**src/hdl/assert_macros.svh**
```systemverilog
// assertion helpers shared by the rtl, clocked on clk with rst_n low as reset
`ifndef ASSERT_MACROS_SVH
`define ASSERT_MACROS_SVH

// property holds at every edge outside reset
`define CHK_ALWAYS(label, prop, msg) \
  label: assert property (@(posedge clk) disable iff (!rst_n) (prop)) else $error(msg);

// cause at one edge implies effect at the next
`define CHK_NEXT(label, cause, effect, msg) \
  label: assert property (@(posedge clk) disable iff (!rst_n) (cause) |=> (effect)) \
    else $error(msg);

`endif

```
**src/hdl/fcpu_pkg.sv**
```systemverilog
`timescale 1ns / 1ps
// ----------------------------------------------------------------------------
// fcpu_pkg
// types, opcodes and helpers of the dual-stack core
// ----------------------------------------------------------------------------
package fcpu_pkg;

  localparam int STACK_DEPTH_DEF = 8;
  localparam int MEM_WORDS_DEF   = 64;

  localparam logic [17:0] DECODE_KEY = 18'h15555;
  localparam logic [17:0] RAM_TOP    = 18'h0007F;
  localparam logic [17:0] ROM_TOP    = 18'h000FF;

  typedef enum logic [1:0] {
    CMD_STEP     = 2'd0,
    CMD_LOAD_ROM = 2'd1,
    CMD_LOAD_RAM = 2'd2,
    CMD_SET_PC   = 2'd3
  } cmd_t;

  typedef enum logic [4:0] {
    OP_RET, OP_EX, OP_JUMP, OP_CALL, OP_UNEXT, OP_NEXT, OP_IF, OP_MIF,
    OP_FETCH_P, OP_FETCH_PLUS, OP_FETCH_B, OP_FETCH_A,
    OP_STORE_P, OP_STORE_PLUS, OP_STORE_B, OP_STORE_A,
    OP_MUL_STEP, OP_SHL, OP_SHR, OP_NOT, OP_ADD, OP_AND, OP_XOR, OP_DROP,
    OP_DUP, OP_POP, OP_OVER, OP_READ_A, OP_NOP, OP_PUSH, OP_SET_B, OP_SET_A
  } op_t;

  typedef struct packed {
    logic [1:0]  cmd;
    logic [5:0]  load_address;
    logic [17:0] load_data;
    logic [9:0]  start_address;
    logic [17:0] io_read_data;
  } in_t;

  typedef struct packed {
    logic        io_access;
    logic        io_is_write;
    logic [17:0] io_address;
    logic [17:0] io_write_data;
    logic        rom_write_attempt;
    logic [9:0]  program_counter;
    logic [17:0] top_of_stack;
  } out_t;

  // one ring's request for the current step
  typedef struct packed {
    logic        push;
    logic        pop;
    logic [17:0] data;
  } ring_ctl_t;

  // word offset below 128 folded onto the memory depth (depth 16 or more)
  function automatic logic [8:0] mem_fold(input logic [6:0] v, input int unsigned m);
    logic [8:0] r;
    logic [8:0] mm;
    r  = {2'b00, v};
    mm = m[8:0];
    for (int i = 0; i < 8; i++) begin
      if (r >= mm) r = r - mm;
    end
    return r;
  endfunction

endpackage

```
**src/hdl/fcpu_ram.sv**
```systemverilog
`timescale 1ns / 1ps
// ----------------------------------------------------------------------------
// fcpu_ram
// generic ram, one write port and one registered read port
// ----------------------------------------------------------------------------
module fcpu_ram #(
  parameter int WIDTH = 18,
  parameter int DEPTH = 64
) (
  input  logic                     clk,
  input  logic                     wr_en,
  input  logic [$clog2(DEPTH)-1:0] wr_addr,
  input  logic [WIDTH-1:0]         wr_data,
  input  logic [$clog2(DEPTH)-1:0] rd_addr,
  output logic [WIDTH-1:0]         rd_data
);
  logic [WIDTH-1:0] mem [DEPTH];

  always_ff @(posedge clk) begin
    if (wr_en) mem[wr_addr] <= wr_data;
    rd_data <= mem[rd_addr];
  end
endmodule

```
**src/hdl/fcpu_ring.sv**
```systemverilog
`timescale 1ns / 1ps
// ----------------------------------------------------------------------------
// fcpu_ring
// circular stack in a ram, reads zero until an entry is first pushed
// ----------------------------------------------------------------------------
module fcpu_ring #(
  parameter int DEPTH = fcpu_pkg::STACK_DEPTH_DEF
) (
  input  logic                clk,
  input  logic                rst_n,
  input  fcpu_pkg::ring_ctl_t ctl,
  output logic [17:0]         pop_data
);
  import fcpu_pkg::*;

  localparam int SW = (DEPTH > 1) ? $clog2(DEPTH) : 1;
  localparam logic [SW-1:0] LAST = SW'(DEPTH - 1);

  logic [SW-1:0]    idx_r, idx_nxt, rd_addr;
  logic [DEPTH-1:0] vld_r;
  logic             vq_r;
  logic [17:0]      rd_q;

  // entry under the index, i.e. the one a pop returns
  assign rd_addr  = (idx_r == '0) ? LAST : idx_r - SW'(1);
  assign pop_data = vq_r ? rd_q : 18'd0;

  always_comb begin
    idx_nxt = idx_r;
    if (ctl.push) idx_nxt = (idx_r == LAST) ? '0 : idx_r + SW'(1);
    else if (ctl.pop) idx_nxt = rd_addr;
  end

  always_ff @(posedge clk) begin
    if (!rst_n) begin
      idx_r <= '0;
      vld_r <= '0;
      vq_r  <= 1'b0;
    end else begin
      idx_r <= idx_nxt;
      if (ctl.push) vld_r[idx_r] <= 1'b1;
      vq_r <= vld_r[rd_addr];
    end
  end

  fcpu_ram #(.WIDTH(18), .DEPTH(DEPTH)) u_mem (
    .clk(clk), .wr_en(ctl.push), .wr_addr(idx_r), .wr_data(ctl.data),
    .rd_addr(rd_addr), .rd_data(rd_q)
  );
endmodule

```
**src/hdl/dual_stack_forth_cpu_core.sv**
```systemverilog
`timescale 1ns / 1ps
// ----------------------------------------------------------------------------
// dual_stack_forth_cpu_core
// 18-bit dual-stack core, one command beat in, one status beat out
// ----------------------------------------------------------------------------
//  channel | direction | handshake            | payload
//  in_     | input     | in_valid / in_stall   | in_t  (cmd, loads, pc, io data)
//  out_    | output    | out_valid / out_stall | out_t (io access, flags, P, T)
//
// each beat is accepted and then executed: the accept edge issues the ram, rom and ring
// reads addressed from the current registers, the next edge executes
// reset (rst_n low, synchronous) clears the architectural and handshake registers, ring indexes
// and ring valid bits, not the payload registers; ram and rom hold nothing defined until loaded
// a stalled output beat holds; a new beat is taken once no beat is executing and
// the output register is free or drains at the same edge
`include "assert_macros.svh"

module dual_stack_forth_cpu_core #(
  parameter int STACK_DEPTH = fcpu_pkg::STACK_DEPTH_DEF,
  parameter int MEM_WORDS   = fcpu_pkg::MEM_WORDS_DEF
) (
  input  logic           clk,
  input  logic           rst_n,
  input  logic           in_valid,
  output logic           in_stall,
  input  fcpu_pkg::in_t  in_data,
  output logic           out_valid,
  input  logic           out_stall,
  output fcpu_pkg::out_t out_data
);
  import fcpu_pkg::*;

  localparam int AW = $clog2(MEM_WORDS);

  typedef enum logic [1:0] {GO_ON, GO_FETCH, GO_JUMP, GO_RESTART} go_t;

  // architectural registers
  logic [17:0] t_r, t_nxt, s_r, s_nxt, r_r, r_nxt, a_r, a_nxt, b_r, b_nxt;
  logic        c_r, c_nxt;
  logic [9:0]  pc_r, pc_nxt;
  logic [17:0] iw_r, iw_nxt;
  logic [2:0]  slot_r, slot_nxt;

  // handshake and the beat under execution
  in_t   item_r;
  logic  busy_r, accept;
  out_t  out_r, o;
  logic  out_valid_r, out_valid_nxt;

  // decode
  logic        is_fetch, ext;
  logic [1:0]  k;
  logic [17:0] dec;
  op_t         op;
  go_t         go;

  // memory path
  logic [17:0] maddr, rdv, sum;
  logic        m_ram, m_rom, m_io;
  logic [8:0]  mfold, lfold;
  logic [AW-1:0] midx, lidx, ram_wa;
  logic [17:0] ram_q, rom_q, ram_wd;
  logic        ram_we, rom_we;
  logic [9:0]  pc_inc;
  logic [17:0] a_inc;
  logic [19:0] s20;

  ring_ctl_t   dctl, rctl;
  logic [17:0] d_q, r_q;

  assign accept    = in_valid && !in_stall;
  assign in_stall  = busy_r || (out_valid_r && out_stall);
  assign out_valid = out_valid_r;
  assign out_data  = out_r;

  // slot decode from the held word; slot 1..4 executes slot 0..3
  assign is_fetch = (slot_r == 3'd0) || (slot_r > 3'd4);
  assign k        = 2'(slot_r - 3'd1);
  assign dec      = iw_r ^ DECODE_KEY;
  assign ext      = pc_r[9];

  always_comb begin
    unique case (k)
      2'd0:    op = op_t'(dec[17:13]);
      2'd1:    op = op_t'(dec[12:8]);
      2'd2:    op = op_t'(dec[7:3]);
      default: op = op_t'({dec[2:0], 2'b00});
    endcase
  end

  // address of the step's memory access, same in the read and execute cycles
  always_comb begin
    maddr = {9'd0, pc_r[8:0]};
    if (!is_fetch) begin
      if (op == OP_FETCH_PLUS || op == OP_STORE_PLUS) maddr = {9'd0, a_r[8:0]};
      else if (op == OP_FETCH_B || op == OP_STORE_B) maddr = b_r;
      else if (op == OP_FETCH_A || op == OP_STORE_A) maddr = a_r;
    end
  end

  assign m_ram = maddr <= RAM_TOP;
  assign m_rom = !m_ram && (maddr <= ROM_TOP);
  assign m_io  = !m_ram && !m_rom;
  assign mfold = mem_fold(maddr[6:0], MEM_WORDS);
  assign lfold = mem_fold({1'b0, item_r.load_address}, MEM_WORDS);
  assign midx  = mfold[AW-1:0];
  assign lidx  = lfold[AW-1:0];
  assign rdv   = m_ram ? ram_q : (m_rom ? rom_q : item_r.io_read_data);

  // auto-increment wraps inside the 128-word region
  always_comb begin
    pc_inc = pc_r;
    if (pc_r[8:0] <= 9'h07F) pc_inc = {pc_r[9], 2'b00, pc_r[6:0] + 7'd1};
    else if (pc_r[8:0] <= 9'h0FF) pc_inc = {pc_r[9], 2'b01, pc_r[6:0] + 7'd1};
    a_inc = a_r;
    if (a_r[8:0] <= 9'h07F) a_inc = {11'd0, a_r[6:0] + 7'd1};
    else if (a_r[8:0] <= 9'h0FF) a_inc = {10'd0, 1'b1, a_r[6:0] + 7'd1};
  end

  // execute: all state updates for the beat
  always_comb begin
    t_nxt = t_r; s_nxt = s_r; r_nxt = r_r; a_nxt = a_r; b_nxt = b_r;
    c_nxt = c_r; pc_nxt = pc_r; iw_nxt = iw_r; slot_nxt = slot_r;
    dctl = '0; rctl = '0; o = '0; go = GO_ON;
    ram_we = 1'b0; ram_wa = midx; ram_wd = t_r; rom_we = 1'b0;
    s20 = 20'd0; sum = 18'd0;
    if (busy_r) begin
      unique case (cmd_t'(item_r.cmd))
        CMD_STEP: begin
          if (is_fetch) begin
            iw_nxt = rdv; slot_nxt = 3'd1; pc_nxt = pc_inc;
            o.io_access = m_io;
            o.io_address = m_io ? maddr : 18'd0;
          end else begin
            unique case (op)
              OP_RET: begin
                pc_nxt = r_r[9:0]; r_nxt = r_q; rctl.pop = 1'b1; go = GO_FETCH;
              end
              OP_EX: begin
                pc_nxt = r_r[9:0]; r_nxt = {8'd0, pc_r}; go = GO_FETCH;
              end
              OP_JUMP: go = GO_JUMP;
              OP_CALL: begin
                rctl.push = 1'b1; rctl.data = r_r; r_nxt = {8'd0, pc_r}; go = GO_JUMP;
              end
              OP_UNEXT, OP_NEXT: begin
                if (r_r == 18'd0) begin
                  r_nxt = r_q; rctl.pop = 1'b1;
                  go = (op == OP_NEXT) ? GO_FETCH : GO_ON;
                end else begin
                  r_nxt = r_r - 18'd1;
                  go = (op == OP_NEXT) ? GO_JUMP : GO_RESTART;
                end
              end
              OP_IF:  go = (t_r == 18'd0) ? GO_JUMP : GO_FETCH;
              OP_MIF: go = !t_r[17] ? GO_JUMP : GO_FETCH;
              OP_FETCH_P, OP_FETCH_PLUS, OP_FETCH_B, OP_FETCH_A: begin
                if (op == OP_FETCH_P) pc_nxt = pc_inc;
                if (op == OP_FETCH_PLUS) a_nxt = a_inc;
                o.io_access = m_io;
                o.io_address = m_io ? maddr : 18'd0;
                dctl.push = 1'b1; dctl.data = s_r; s_nxt = t_r; t_nxt = rdv;
              end
              OP_STORE_P, OP_STORE_PLUS, OP_STORE_B, OP_STORE_A: begin
                if (op == OP_STORE_P) pc_nxt = pc_inc;
                if (op == OP_STORE_PLUS) a_nxt = a_inc;
                if (m_ram) ram_we = 1'b1;
                else if (m_rom) o.rom_write_attempt = 1'b1;
                else begin
                  o.io_access = 1'b1; o.io_is_write = 1'b1;
                  o.io_address = maddr; o.io_write_data = t_r;
                end
                t_nxt = s_r; s_nxt = d_q; dctl.pop = 1'b1;
              end
              OP_MUL_STEP: begin
                s20 = {{2{t_r[17]}}, t_r};
                if (a_r[0]) begin
                  s20 = s20 + {{2{s_r[17]}}, s_r} + {19'd0, ext & c_r};
                  if (ext) c_nxt = s20[18];
                end
                a_nxt = {s20[0], a_r[17:1]};
                t_nxt = {s20[18] | s20[17], s20[17:1]};
              end
              OP_SHL: t_nxt = {t_r[16:0], 1'b0};
              OP_SHR: t_nxt = {t_r[17], t_r[17:1]};
              OP_NOT: t_nxt = ~t_r;
              OP_ADD, OP_AND, OP_XOR: begin
                s20 = {{2{t_r[17]}}, t_r} + {{2{s_r[17]}}, s_r} + {19'd0, ext & c_r};
                if (op == OP_ADD) begin
                  sum = s20[17:0];
                  if (ext) c_nxt = s20[18];
                end else if (op == OP_AND) sum = t_r & s_r;
                else sum = t_r ^ s_r;
                t_nxt = sum; s_nxt = d_q; dctl.pop = 1'b1;
              end
              OP_DROP: begin
                t_nxt = s_r; s_nxt = d_q; dctl.pop = 1'b1;
              end
              OP_DUP: begin
                dctl.push = 1'b1; dctl.data = s_r; s_nxt = t_r;
              end
              OP_POP: begin
                dctl.push = 1'b1; dctl.data = s_r; s_nxt = t_r; t_nxt = r_r;
                r_nxt = r_q; rctl.pop = 1'b1;
              end
              OP_OVER: begin
                dctl.push = 1'b1; dctl.data = s_r; t_nxt = s_r; s_nxt = t_r;
              end
              OP_READ_A: begin
                dctl.push = 1'b1; dctl.data = s_r; s_nxt = t_r; t_nxt = a_r;
              end
              OP_NOP: go = GO_ON;
              OP_PUSH: begin
                rctl.push = 1'b1; rctl.data = r_r; r_nxt = t_r;
                t_nxt = s_r; s_nxt = d_q; dctl.pop = 1'b1;
              end
              OP_SET_B: begin
                b_nxt = t_r; t_nxt = s_r; s_nxt = d_q; dctl.pop = 1'b1;
              end
              OP_SET_A: begin
                a_nxt = t_r; t_nxt = s_r; s_nxt = d_q; dctl.pop = 1'b1;
              end
              default: go = GO_ON;
            endcase
            // slot sequencing; jump targets come from the undecoded word
            unique case (go)
              GO_ON:      slot_nxt = (k == 2'd3) ? 3'd0 : 3'({1'b0, k}) + 3'd2;
              GO_RESTART: slot_nxt = 3'd1;
              GO_FETCH:   slot_nxt = 3'd0;
              default: begin
                slot_nxt = 3'd0;
                if (k == 2'd0) pc_nxt = iw_r[9:0];
                else if (k == 2'd1) pc_nxt = {2'b00, iw_r[7:0]};
                else if (k == 2'd2) pc_nxt = {7'd0, iw_r[2:0]};
              end
            endcase
          end
        end
        CMD_LOAD_ROM: rom_we = 1'b1;
        CMD_LOAD_RAM: begin
          ram_we = 1'b1; ram_wa = lidx; ram_wd = item_r.load_data;
        end
        default: begin
          pc_nxt = item_r.start_address; slot_nxt = 3'd0;
        end
      endcase
    end
    o.program_counter = pc_nxt;
    o.top_of_stack    = t_nxt;
  end

  assign out_valid_nxt = busy_r ? 1'b1 : (out_valid_r && out_stall);

  always_ff @(posedge clk) begin
    if (!rst_n) begin
      t_r <= '0; s_r <= '0; r_r <= '0; a_r <= '0; b_r <= '0; c_r <= 1'b0;
      pc_r <= '0; iw_r <= '0; slot_r <= '0;
      busy_r <= 1'b0; out_valid_r <= 1'b0;
    end else begin
      t_r <= t_nxt; s_r <= s_nxt; r_r <= r_nxt; a_r <= a_nxt; b_r <= b_nxt;
      c_r <= c_nxt; pc_r <= pc_nxt; iw_r <= iw_nxt; slot_r <= slot_nxt;
      busy_r <= accept;
      out_valid_r <= out_valid_nxt;
    end
  end

  // payload registers
  always_ff @(posedge clk) begin
    if (accept) item_r <= in_data;
    if (busy_r) out_r <= o;
  end

  fcpu_ram #(.WIDTH(18), .DEPTH(MEM_WORDS)) u_ram (
    .clk(clk), .wr_en(ram_we), .wr_addr(ram_wa), .wr_data(ram_wd),
    .rd_addr(midx), .rd_data(ram_q)
  );

  fcpu_ram #(.WIDTH(18), .DEPTH(MEM_WORDS)) u_rom (
    .clk(clk), .wr_en(rom_we), .wr_addr(lidx), .wr_data(item_r.load_data),
    .rd_addr(midx), .rd_data(rom_q)
  );

  fcpu_ring #(.DEPTH(STACK_DEPTH)) u_dring (
    .clk(clk), .rst_n(rst_n), .ctl(dctl), .pop_data(d_q)
  );

  fcpu_ring #(.DEPTH(STACK_DEPTH)) u_rring (
    .clk(clk), .rst_n(rst_n), .ctl(rctl), .pop_data(r_q)
  );

  // execute is never held, follows every accepted beat and always lands in the output register
  `CHK_NEXT(a_exec_once, busy_r, !busy_r, "execute held past one cycle")
  `CHK_NEXT(a_accept_exec, accept, busy_r, "accepted beat not executed")
  `CHK_NEXT(a_exec_out, busy_r, out_valid_r, "executed beat not presented")
  `CHK_ALWAYS(a_ring_excl, !(dctl.push && dctl.pop) && !(rctl.push && rctl.pop), "ring pushed and popped at once")
endmodule
```
**config.mk**
```make
export PLATFORM = sky130hd
export DESIGN_NAME = dual_stack_forth_cpu_core
export DESIGN_NICKNAME = d
export VERILOG_FILES = /design/src/hdl/fcpu_pkg.sv /design/src/hdl/fcpu_ram.sv /design/src/hdl/fcpu_ring.sv /design/src/hdl/dual_stack_forth_cpu_core.sv
export VERILOG_INCLUDE_DIRS = /design/src /design/src/hdl
export SDC_FILE = /design/constraint.sdc
export NUM_CORES = 2
export LEC_CHECK = 0
export CAP_MARGIN = 20
export CELL_PAD_IN_SITES_DETAIL_PLACEMENT = 0
export CELL_PAD_IN_SITES_GLOBAL_PLACEMENT = 1
export CORE_MARGIN = 2
export CORE_UTILIZATION = 45
export DETAILED_ROUTE_END_ITERATION = 10
export DONT_BUFFER_PORTS = 1
export HOLD_SLACK_MARGIN = 0.08
export PLACE_DENSITY_LB_ADDON = 0.1
export SYNTH_ARGS = -nofsm -noshare
export SYNTH_HDL_FRONTEND = slang
export SYNTH_SLANG_ARGS = --single-unit
export TNS_END_PERCENT = 20
```
**constraint.sdc**
```tcl
create_clock -name clk -period 12.5 [get_ports clk]
set_input_delay 1.25 -clock clk [delete_from_list [all_inputs] [get_ports clk]]
set_output_delay 1.25 -clock clk [all_outputs]
set_load 0.01 [all_outputs]
```
**After elaboration in Yosys (flattened, before gate mapping)**

Memory sizes are Yosys's and may differ from the RTL's. A register that Yosys moved wholly into a read port is not among the register bits.
Index checks and enable logic that the tools add are counted.

- Divide/modulo/power cells: 0
- Multipliers: 0
- Eq/ne operators: 43
- Bitwise logic cells: 12
- Shift-type cells: 0
- Muxes and demuxes: 122
- Reductions and logical operators: 52
- $lt $le $gt $ge: 21
- Add/subtract/negate cells: 19

Operators with widths:

| operator | count |
|---|---|
| two-way mux 18 bit | 24 |
| case mux 18 bit (9 select lines) | 1 |
| case mux 18 bit (4 select lines) | 2 |
| two-way mux 20 bit | 6 |
| two-way mux 9 bit | 11 |
| two-way mux 19 bit | 5 |
| equality test 5 bit (second input constant) | 15 |
| case mux 18 bit (2 select lines) | 2 |
| greater-or-equal comparator 9 x 7 -> 1 bit (second input constant) | 7 |
| two-way mux 10 bit | 6 |
| subtractor 9 x 7 -> 9 bit (second input constant) | 6 |
| equality test 5 x 4 -> 1 bit (second input constant) | 8 |
| two-way mux 39 bit | 1 |
| two-way mux 38 bit | 1 |
| zero test 18 bit | 2 |
| two-way mux 1 bit | 30 |
| two-way mux 3 bit | 10 |
| case mux 10 bit (3 select lines) | 1 |
| equality test 5 x 3 -> 1 bit (second input constant) | 4 |
| case mux 10 bit (2 select lines) | 1 |
| adder 18 x 18 -> 19 bit | 1 |
| adder 19 x 2 -> 19 bit | 1 |
| bitwise AND 18 bit | 1 |
| less-or-equal comparator 18 x 7 -> 1 bit (second input constant) | 1 |
| 55 further kinds | 122 |

- Bits in read-only memories: 0
- Bits in latches: 0
- Bits in writable memories: 2592
- Output and inout port bits: 69
- Memories: 4
- Register bits: 269
- Logic and storage cells: 302

Memory list:

| memory | depth | bits a word | read ports | clocked after memory_dff | wr ports | RTL line | source |
|---|---|---|---|---|---|---|---|
| u_ram.mem | 64 | 18 | 1 | 1 | 1 | fcpu_ram.sv:17 | `logic [WIDTH-1:0] mem [DEPTH];` |
| u_rom.mem | 64 | 18 | 1 | 1 | 1 | fcpu_ram.sv:17 |  |
| u_dring.u_mem.mem | 8 | 18 | 1 | 1 | 1 | fcpu_ram.sv:17 |  |
| u_rring.u_mem.mem | 8 | 18 | 1 | 1 | 1 | fcpu_ram.sv:17 |  |

**Logic depth before layout (Yosys ltp)**

- Depth in word-level cells: 27
- Depth in mapped cells: 22
- Gate-level depth less buffers: 19

**By module**

A second synthesis with hierarchy kept.

- Cells, all modules: 6283
- Area total of the unflattened synthesis: 117769.2 um^2

Modules (own cells, without submodules):

| module | cells an instance | area each (um^2) | times used | sequential area each (um^2) |
|---|---|---|---|---|
| fcpu_ram (u_ram) | 2069 | 44958.1 | 1 | 34953.5 |
| fcpu_ram (u_rom) | 1957 | 44630.3 | 1 | 34953.5 |
| dual_stack_forth_cpu_core | 1615 | 14858.0 | 1 | 6115.9 |
| fcpu_ram (u_dring.u_mem ...) | 239 | 5964.5 | 2 | 4684.5 |
| fcpu_ring | 82 | 696.9 | 2 | 240.2 |

**Worst setup path before layout**

Ideal clock, no wire load.

- Path type: register to register
- Start: reg busy_r
- End: mem u_ram.mem[0][1], data pin
- Buffers on the path: 2
- Library setup time: 0.702 ns
- Stages on the path, launching flop included: 5
- Slack: 7.369 ns
- Data required time: 11.798 ns
- Arrival time: 4.429 ns
- Path through: dfxtp_1 -> and2_1 -> clkbuf_1 -> buf_1 -> o21ai_0

- Cells in the longest elaborated chain, start to end: 1

RTL lines:

| what | RTL line | source |
|---|---|---|
| from (decl) | dual_stack_forth_cpu_core.sv:46 | `logic busy_r, accept;` |
| from (signal assigned) | dual_stack_forth_cpu_core.sv:262 | `busy_r <= accept;` |
| two-way mux 18 bit | dual_stack_forth_cpu_core.sv:127 | `if (busy_r) begin` |
| named net ram_wd[1] | dual_stack_forth_cpu_core.sv:62 | `logic [17:0] ram_q, rom_q, ram_wd;` |
| to (decl) | fcpu_ram.sv:17 |  |

The timed path passes the listed nets, and every way through them passes these cells.

**Worst setup path after layout**

- Start: reg slot_r[0]
- End: reg u_rom.rd_data[12] (read register of u_rom.mem)

- Cells in the longest elaborated chain, start to end: 25
- Elaborated cells on any way between the ends: 45

RTL lines:

| what | RTL line | source |
|---|---|---|
| from (decl) | dual_stack_forth_cpu_core.sv:42 | `logic [2:0] slot_r, slot_nxt;` |
| from (signal assigned) | dual_stack_forth_cpu_core.sv:261 | `c_r <= c_nxt; pc_r <= pc_nxt; iw_r <= iw_nxt; slot_r <= slot_nxt;` |
| subtractor 2 x 1 -> 2 bit | dual_stack_forth_cpu_core.sv:78 | `assign k = 2'(slot_r - 3'd1);` |
| equality test 2 bit, or another cell as far along | dual_stack_forth_cpu_core.sv:83 | `unique case (k)` |
| case mux 5 bit (3 select lines) | dual_stack_forth_cpu_core.sv:83 |  |
| equality test 5 x 4 -> 1 bit | dual_stack_forth_cpu_core.sv:97 | `else if (op == OP_FETCH_A \|\| op == OP_STORE_A) maddr = a_r;` |
| logical OR 1 bit | dual_stack_forth_cpu_core.sv:97 |  |
| two-way mux 18 bit | dual_stack_forth_cpu_core.sv:97 |  |
| two-way mux 18 bit | dual_stack_forth_cpu_core.sv:96 | `else if (op == OP_FETCH_B \|\| op == OP_STORE_B) maddr = b_r;` |
| two-way mux 18 bit | dual_stack_forth_cpu_core.sv:95 | `if (op == OP_FETCH_PLUS \|\| op == OP_STORE_PLUS) maddr = {9'd0, a_r[8:0]};` |
| (+9 left out) | -- |  |
| subtractor 9 x 7 -> 9 bit or greater-or-equal comparator 9 x 7 -> 1 bit (tied branches) | fcpu_pkg.sv:62 | `if (r >= mm) r = r - mm;` |
| two-way mux 9 bit * | fcpu_pkg.sv:62 |  |
| subtractor 9 x 7 -> 9 bit or greater-or-equal comparator 9 x 7 -> 1 bit (tied branches) | fcpu_pkg.sv:62 |  |
| two-way mux 9 bit * | fcpu_pkg.sv:62 |  |
| subtractor 9 x 7 -> 9 bit or greater-or-equal comparator 9 x 7 -> 1 bit (tied branches) | fcpu_pkg.sv:62 |  |
| two-way mux 9 bit * | fcpu_pkg.sv:62 |  |
| greater-or-equal comparator 9 x 7 -> 1 bit or subtractor 6 x 1 -> 6 bit (tied branches) | fcpu_pkg.sv:62 |  |
| two-way mux 6 bit * | fcpu_pkg.sv:62 |  |
| to (decl) | fcpu_ram.sv:15 | `output logic [WIDTH-1:0] rd_data` |

Mark *: on every way between the ends. The rest lies on a longest branch, timed or not.
A chain may end at the register's enable or synchronous reset.

==> results_dict.tcl <==
set metrics [dict create \
    run_status "finished clean" \
    worst-slew-pin-transition_ns 1.29 \
    ys_ff_latch 2933 \
    drc 0 \
    vias 73500 \
    critical_path_buf_inv_count 4 \
    first_global_vias 69800 \
    cts-buffers-inserted 319 \
    synth.yosys.warnings 0 \
    netlist_area_um2 118000 \
    antenna_found_initial 24 \
    buffer_ports.inserted 0 \
    area_delta_synth_final_pct 12.9 \
    synthesis.nets 8168 \
    yosys.area.top_type_share 0.691 \
    gp_congestion 0.895 \
    postSynthCellCount 8068 \
    drt_pass1_iterations 7 \
    worstPathMaxFanout 63 \
    synth-async-reset-ratio 0 \
    final-seq-area_um2 85900 \
    vdd_ir_drop_max_uv 121 \
    cell_type_with_the_highest_aggregate_area_in_the_netlist "sky130_fd_sc_hd__edfxtp_1" \
    tritoncts_clock_tree "yes" \
    rows 187 \
    synth-seq-area-share 0.729 \
    clock_path_buffers 4 \
    max_freq_mhz 142 \
    synth.avg_cell_area_um2 14.6 \
    synth.lib_cells_used.distinct 96 \
    die_area_um2 266000 \
    clk_root_buffer_cell "sky130_fd_sc_hd__clkbuf_16" \
    htree_num_levels 5 \
    die_y_um 516 \
    maxSlewHeadroom 0.135 \
    setup.worst_path.end_class "flip-flop" \
    grtUsageMet3 0.0536 \
    final_max_slew_viol_count 0 \
    data_arrival_at_the_endpoint_of_the_critical_path_ns 7.82 \
    synth_edf_count 2713 \
    tritoncts_num_sinks 2933 \
    routed_wirelength_mm 394 \
    crit_chain "inv_1 -> ha_1 -> nand2b_1 -> nand3_1 -> or4_4 -> o221ai_4 -> buf_12 -> nor2_2 -> buf_4 -> nand2_1 -> buf_4 -> o21ai_0 -> a211oi_1 -> nand3_1 -> a32o_1" \
    most_instantiated_flip_flop_cell_in_the_synthesis_netlist "sky130_fd_sc_hd__edfxtp_1" \
    setup_repair_after_global_routing_missed_its_margin "false" \
    detailed_place.area_um2 123000 \
    groute.layer.met1.usage 0.408 \
    cts_hold_buffers 0 \
    final.min_clock_period_ns 7.07 \
    grt_pass1_wl_mm 548 \
    timing.final.crit_share 0.565 \
    via_per_inst 6.17 \
    placeableCoreArea_um2 260000 \
    avg_wl_per_cell_um 33.0 \
    hold_class "primary input to flip-flop" \
    global_route.overflow_total 0 \
    start_kind "flip-flop" \
    cp.required_ns 13.25 \
    clk_transition_reported_paths_ns 0.07 \
    cts_setup_buffers 0 \
    postLayoutCellArea_um2 133000 \
    die_x_um 516 \
    timing.critical_path.max_delay_family "simple AND/OR/NAND/NOR gates" \
    final_layout_size_suffix_gt1_frac 0.143 \
    clock-skew-final_ns 0.0594 \
    final_nets 8266 \
    leakage_nw 45.2 \
    detailedRoute.firstIterationViolations 9830 \
    final_hold_viol_count 0 \
    place.detailed.hpwl_mm 237 \
    gr-usage-all-layers 0.292 \
    antenna_left 0 \
    initial_utilization 0.453 \
    worst-setup-path-type "flip-flop to flip-flop" \
    grt_util_met2 0.459 \
    fillCellCount 21700 \
    cpPeakStageDelay_ns 0.89 \
    largest_net_degree_at_the_start_of_global_routing 149 \
    setup_viol 0 \
    multi_input_comb_area_um2 30100 \
    setup_total_negative_slack_ns 0 \
    ctsResizeCount 0 \
    max-cap-violations 0 \
    pwr_density_cell_nw_per_um2 157 \
    grt.busiest_layer "met2" \
    io-pin-count 127 \
    clk-insertion-delay-late_ns 0.90 \
    slowest_stage "sky130_fd_sc_hd__or4_4" \
    ys_top_cells_by_area "sky130_fd_sc_hd__edfxtp_1 (69%), sky130_fd_sc_hd__nand2_1 (4.8%), sky130_fd_sc_hd__mux4_2 (4.0%)" \
]
[path summary, 6_finish.rpt]
check | start | slack, ns | endpoint | cells past startpoint
worst max-delay path | slot_r[0]$_SDFFE_PN0P_ | 5.43 | u_rom.rd_data[12]$_DFF_P_ | 15
worst min-delay path | in_data[51] | 0.45 | lidx[5]$_DFFE_PP_ | 0
worst max register to register | slot_r[0]$_SDFFE_PN0P_ | 5.43 | u_rom.rd_data[12]$_DFF_P_ | 15
worst min register to register | u_rring.vld_r[6]$_SDFFE_PN0P_ | 0.46 | u_rring.vld_r[6]$_SDFFE_PN0P_ | 1
[state kept, by name, indices dropped and copies added (netlist names), 48 cells and up]
register	cells
u_rom.mem	1152
u_rring.u_mem.mem	144
u_ram.mem	1152
out_data	67
item_r	48
u_dring.u_mem.mem	144
[cells in the mapped netlist, types with 41 or more instances]
master	count
sky130_fd_sc_hd__a21oi_1	438
sky130_fd_sc_hd__a221oi_1	54
sky130_fd_sc_hd__a22oi_1	46
sky130_fd_sc_hd__a31oi_1	82
sky130_fd_sc_hd__and2_1	89
sky130_fd_sc_hd__and3_1	60
sky130_fd_sc_hd__buf_2	135
sky130_fd_sc_hd__buf_4	50
sky130_fd_sc_hd__clkbuf_1	254
sky130_fd_sc_hd__dfxtp_1	220
sky130_fd_sc_hd__edfxtp_1	2713
sky130_fd_sc_hd__mux2i_1	290
sky130_fd_sc_hd__mux4_2	207
sky130_fd_sc_hd__nand2_1	1509
sky130_fd_sc_hd__nand3_1	354
sky130_fd_sc_hd__nor2_1	334
sky130_fd_sc_hd__nor3_1	58
sky130_fd_sc_hd__nor4_1	45
sky130_fd_sc_hd__o211a_1	41
sky130_fd_sc_hd__o21ai_0	226
sky130_fd_sc_hd__o221ai_1	83
sky130_fd_sc_hd__o22ai_1	99
[cells in the final DEF (no fill, tap or decap), types with 82 or more instances in the layout]
cell type,synthesis,routed
sky130_fd_sc_hd__nand2_1,1509,1487
sky130_fd_sc_hd__clkbuf_16,0,329
sky130_fd_sc_hd__mux2i_1,290,290
sky130_fd_sc_hd__a31oi_1,82,82
sky130_fd_sc_hd__o221ai_1,83,83
sky130_fd_sc_hd__and2_1,89,88
sky130_fd_sc_hd__dfxtp_1,220,219
sky130_fd_sc_hd__mux4_2,207,207
sky130_fd_sc_hd__edfxtp_1,2713,2713
sky130_fd_sc_hd__o21ai_0,226,223
sky130_fd_sc_hd__nand3_1,354,354
sky130_fd_sc_hd__nor2_1,334,199
sky130_fd_sc_hd__a21oi_1,438,435
sky130_fd_sc_hd__o22ai_1,99,97
sky130_fd_sc_hd__buf_4,50,279
[through the flow]
stage | setup slack [ns] | utilization | hold slack, ns | cells | total power, W
after floorplan | 7.37 | - | 0.435 | 8068 | 0.0114
after global placement | 5.51 | 0.472 | 0.443 | 11300 | 0.0118
after detailed placement | 5.63 | 0.472 | 0.448 | 11300 | 0.0118
after CTS | 5.63 | 0.512 | 0.404 | 11900 | 0.0211
after global routing | 5.27 | 0.512 | 0.412 | 11900 | 0.0215
final | 5.43 | 0.512 | 0.450 | 11900 | 0.0210
[cell type report]
class                           instances  area share
Tap cell                             3496      0.0329
Antenna cell                            5   0.0000940
Timing Repair Buffer                  291      0.0174
Inverter                               37     0.00104
Multi-Input combinational cell       4584       0.226
Clock inverter                        177      0.0128
Sequential cell                      2933       0.645
Clock buffer                          397      0.0643
[metal layers]
metal	part of all wire	wire length, um
met3	0.086	33800
met1	0.41	162000
met5	0.000069	27
met4	0.039	15400
met2	0.46	182000
[report_power, final]
group | leakage, nW | switching, W | internal, W
registers | 28.2 | 0.0000807 | 0.0107
logic | 12.0 | 0.000623 | 0.000195
clock network | 5.01 | 0.00389 | 0.00545
total | 45.2 | 0.00460 | 0.0164
[cells by family (layout without fill, tap and decap cells)]
logic type	Yosys count	in the layout	synth area share
muxes	528	528	0.0672
and+or+nand+nor	2592	2592	0.0951
xor gates and xnor gates	38	38	0.00282
AOI/OAI and AO/OA	1384	1384	0.0778
other	0	5	0
buffers and inverters	551	902	0.0238
DFF	2933	2933	0.729
adders and majority gates	42	42	0.00459
Note: power is estimated with default switching activity, not from simulation.
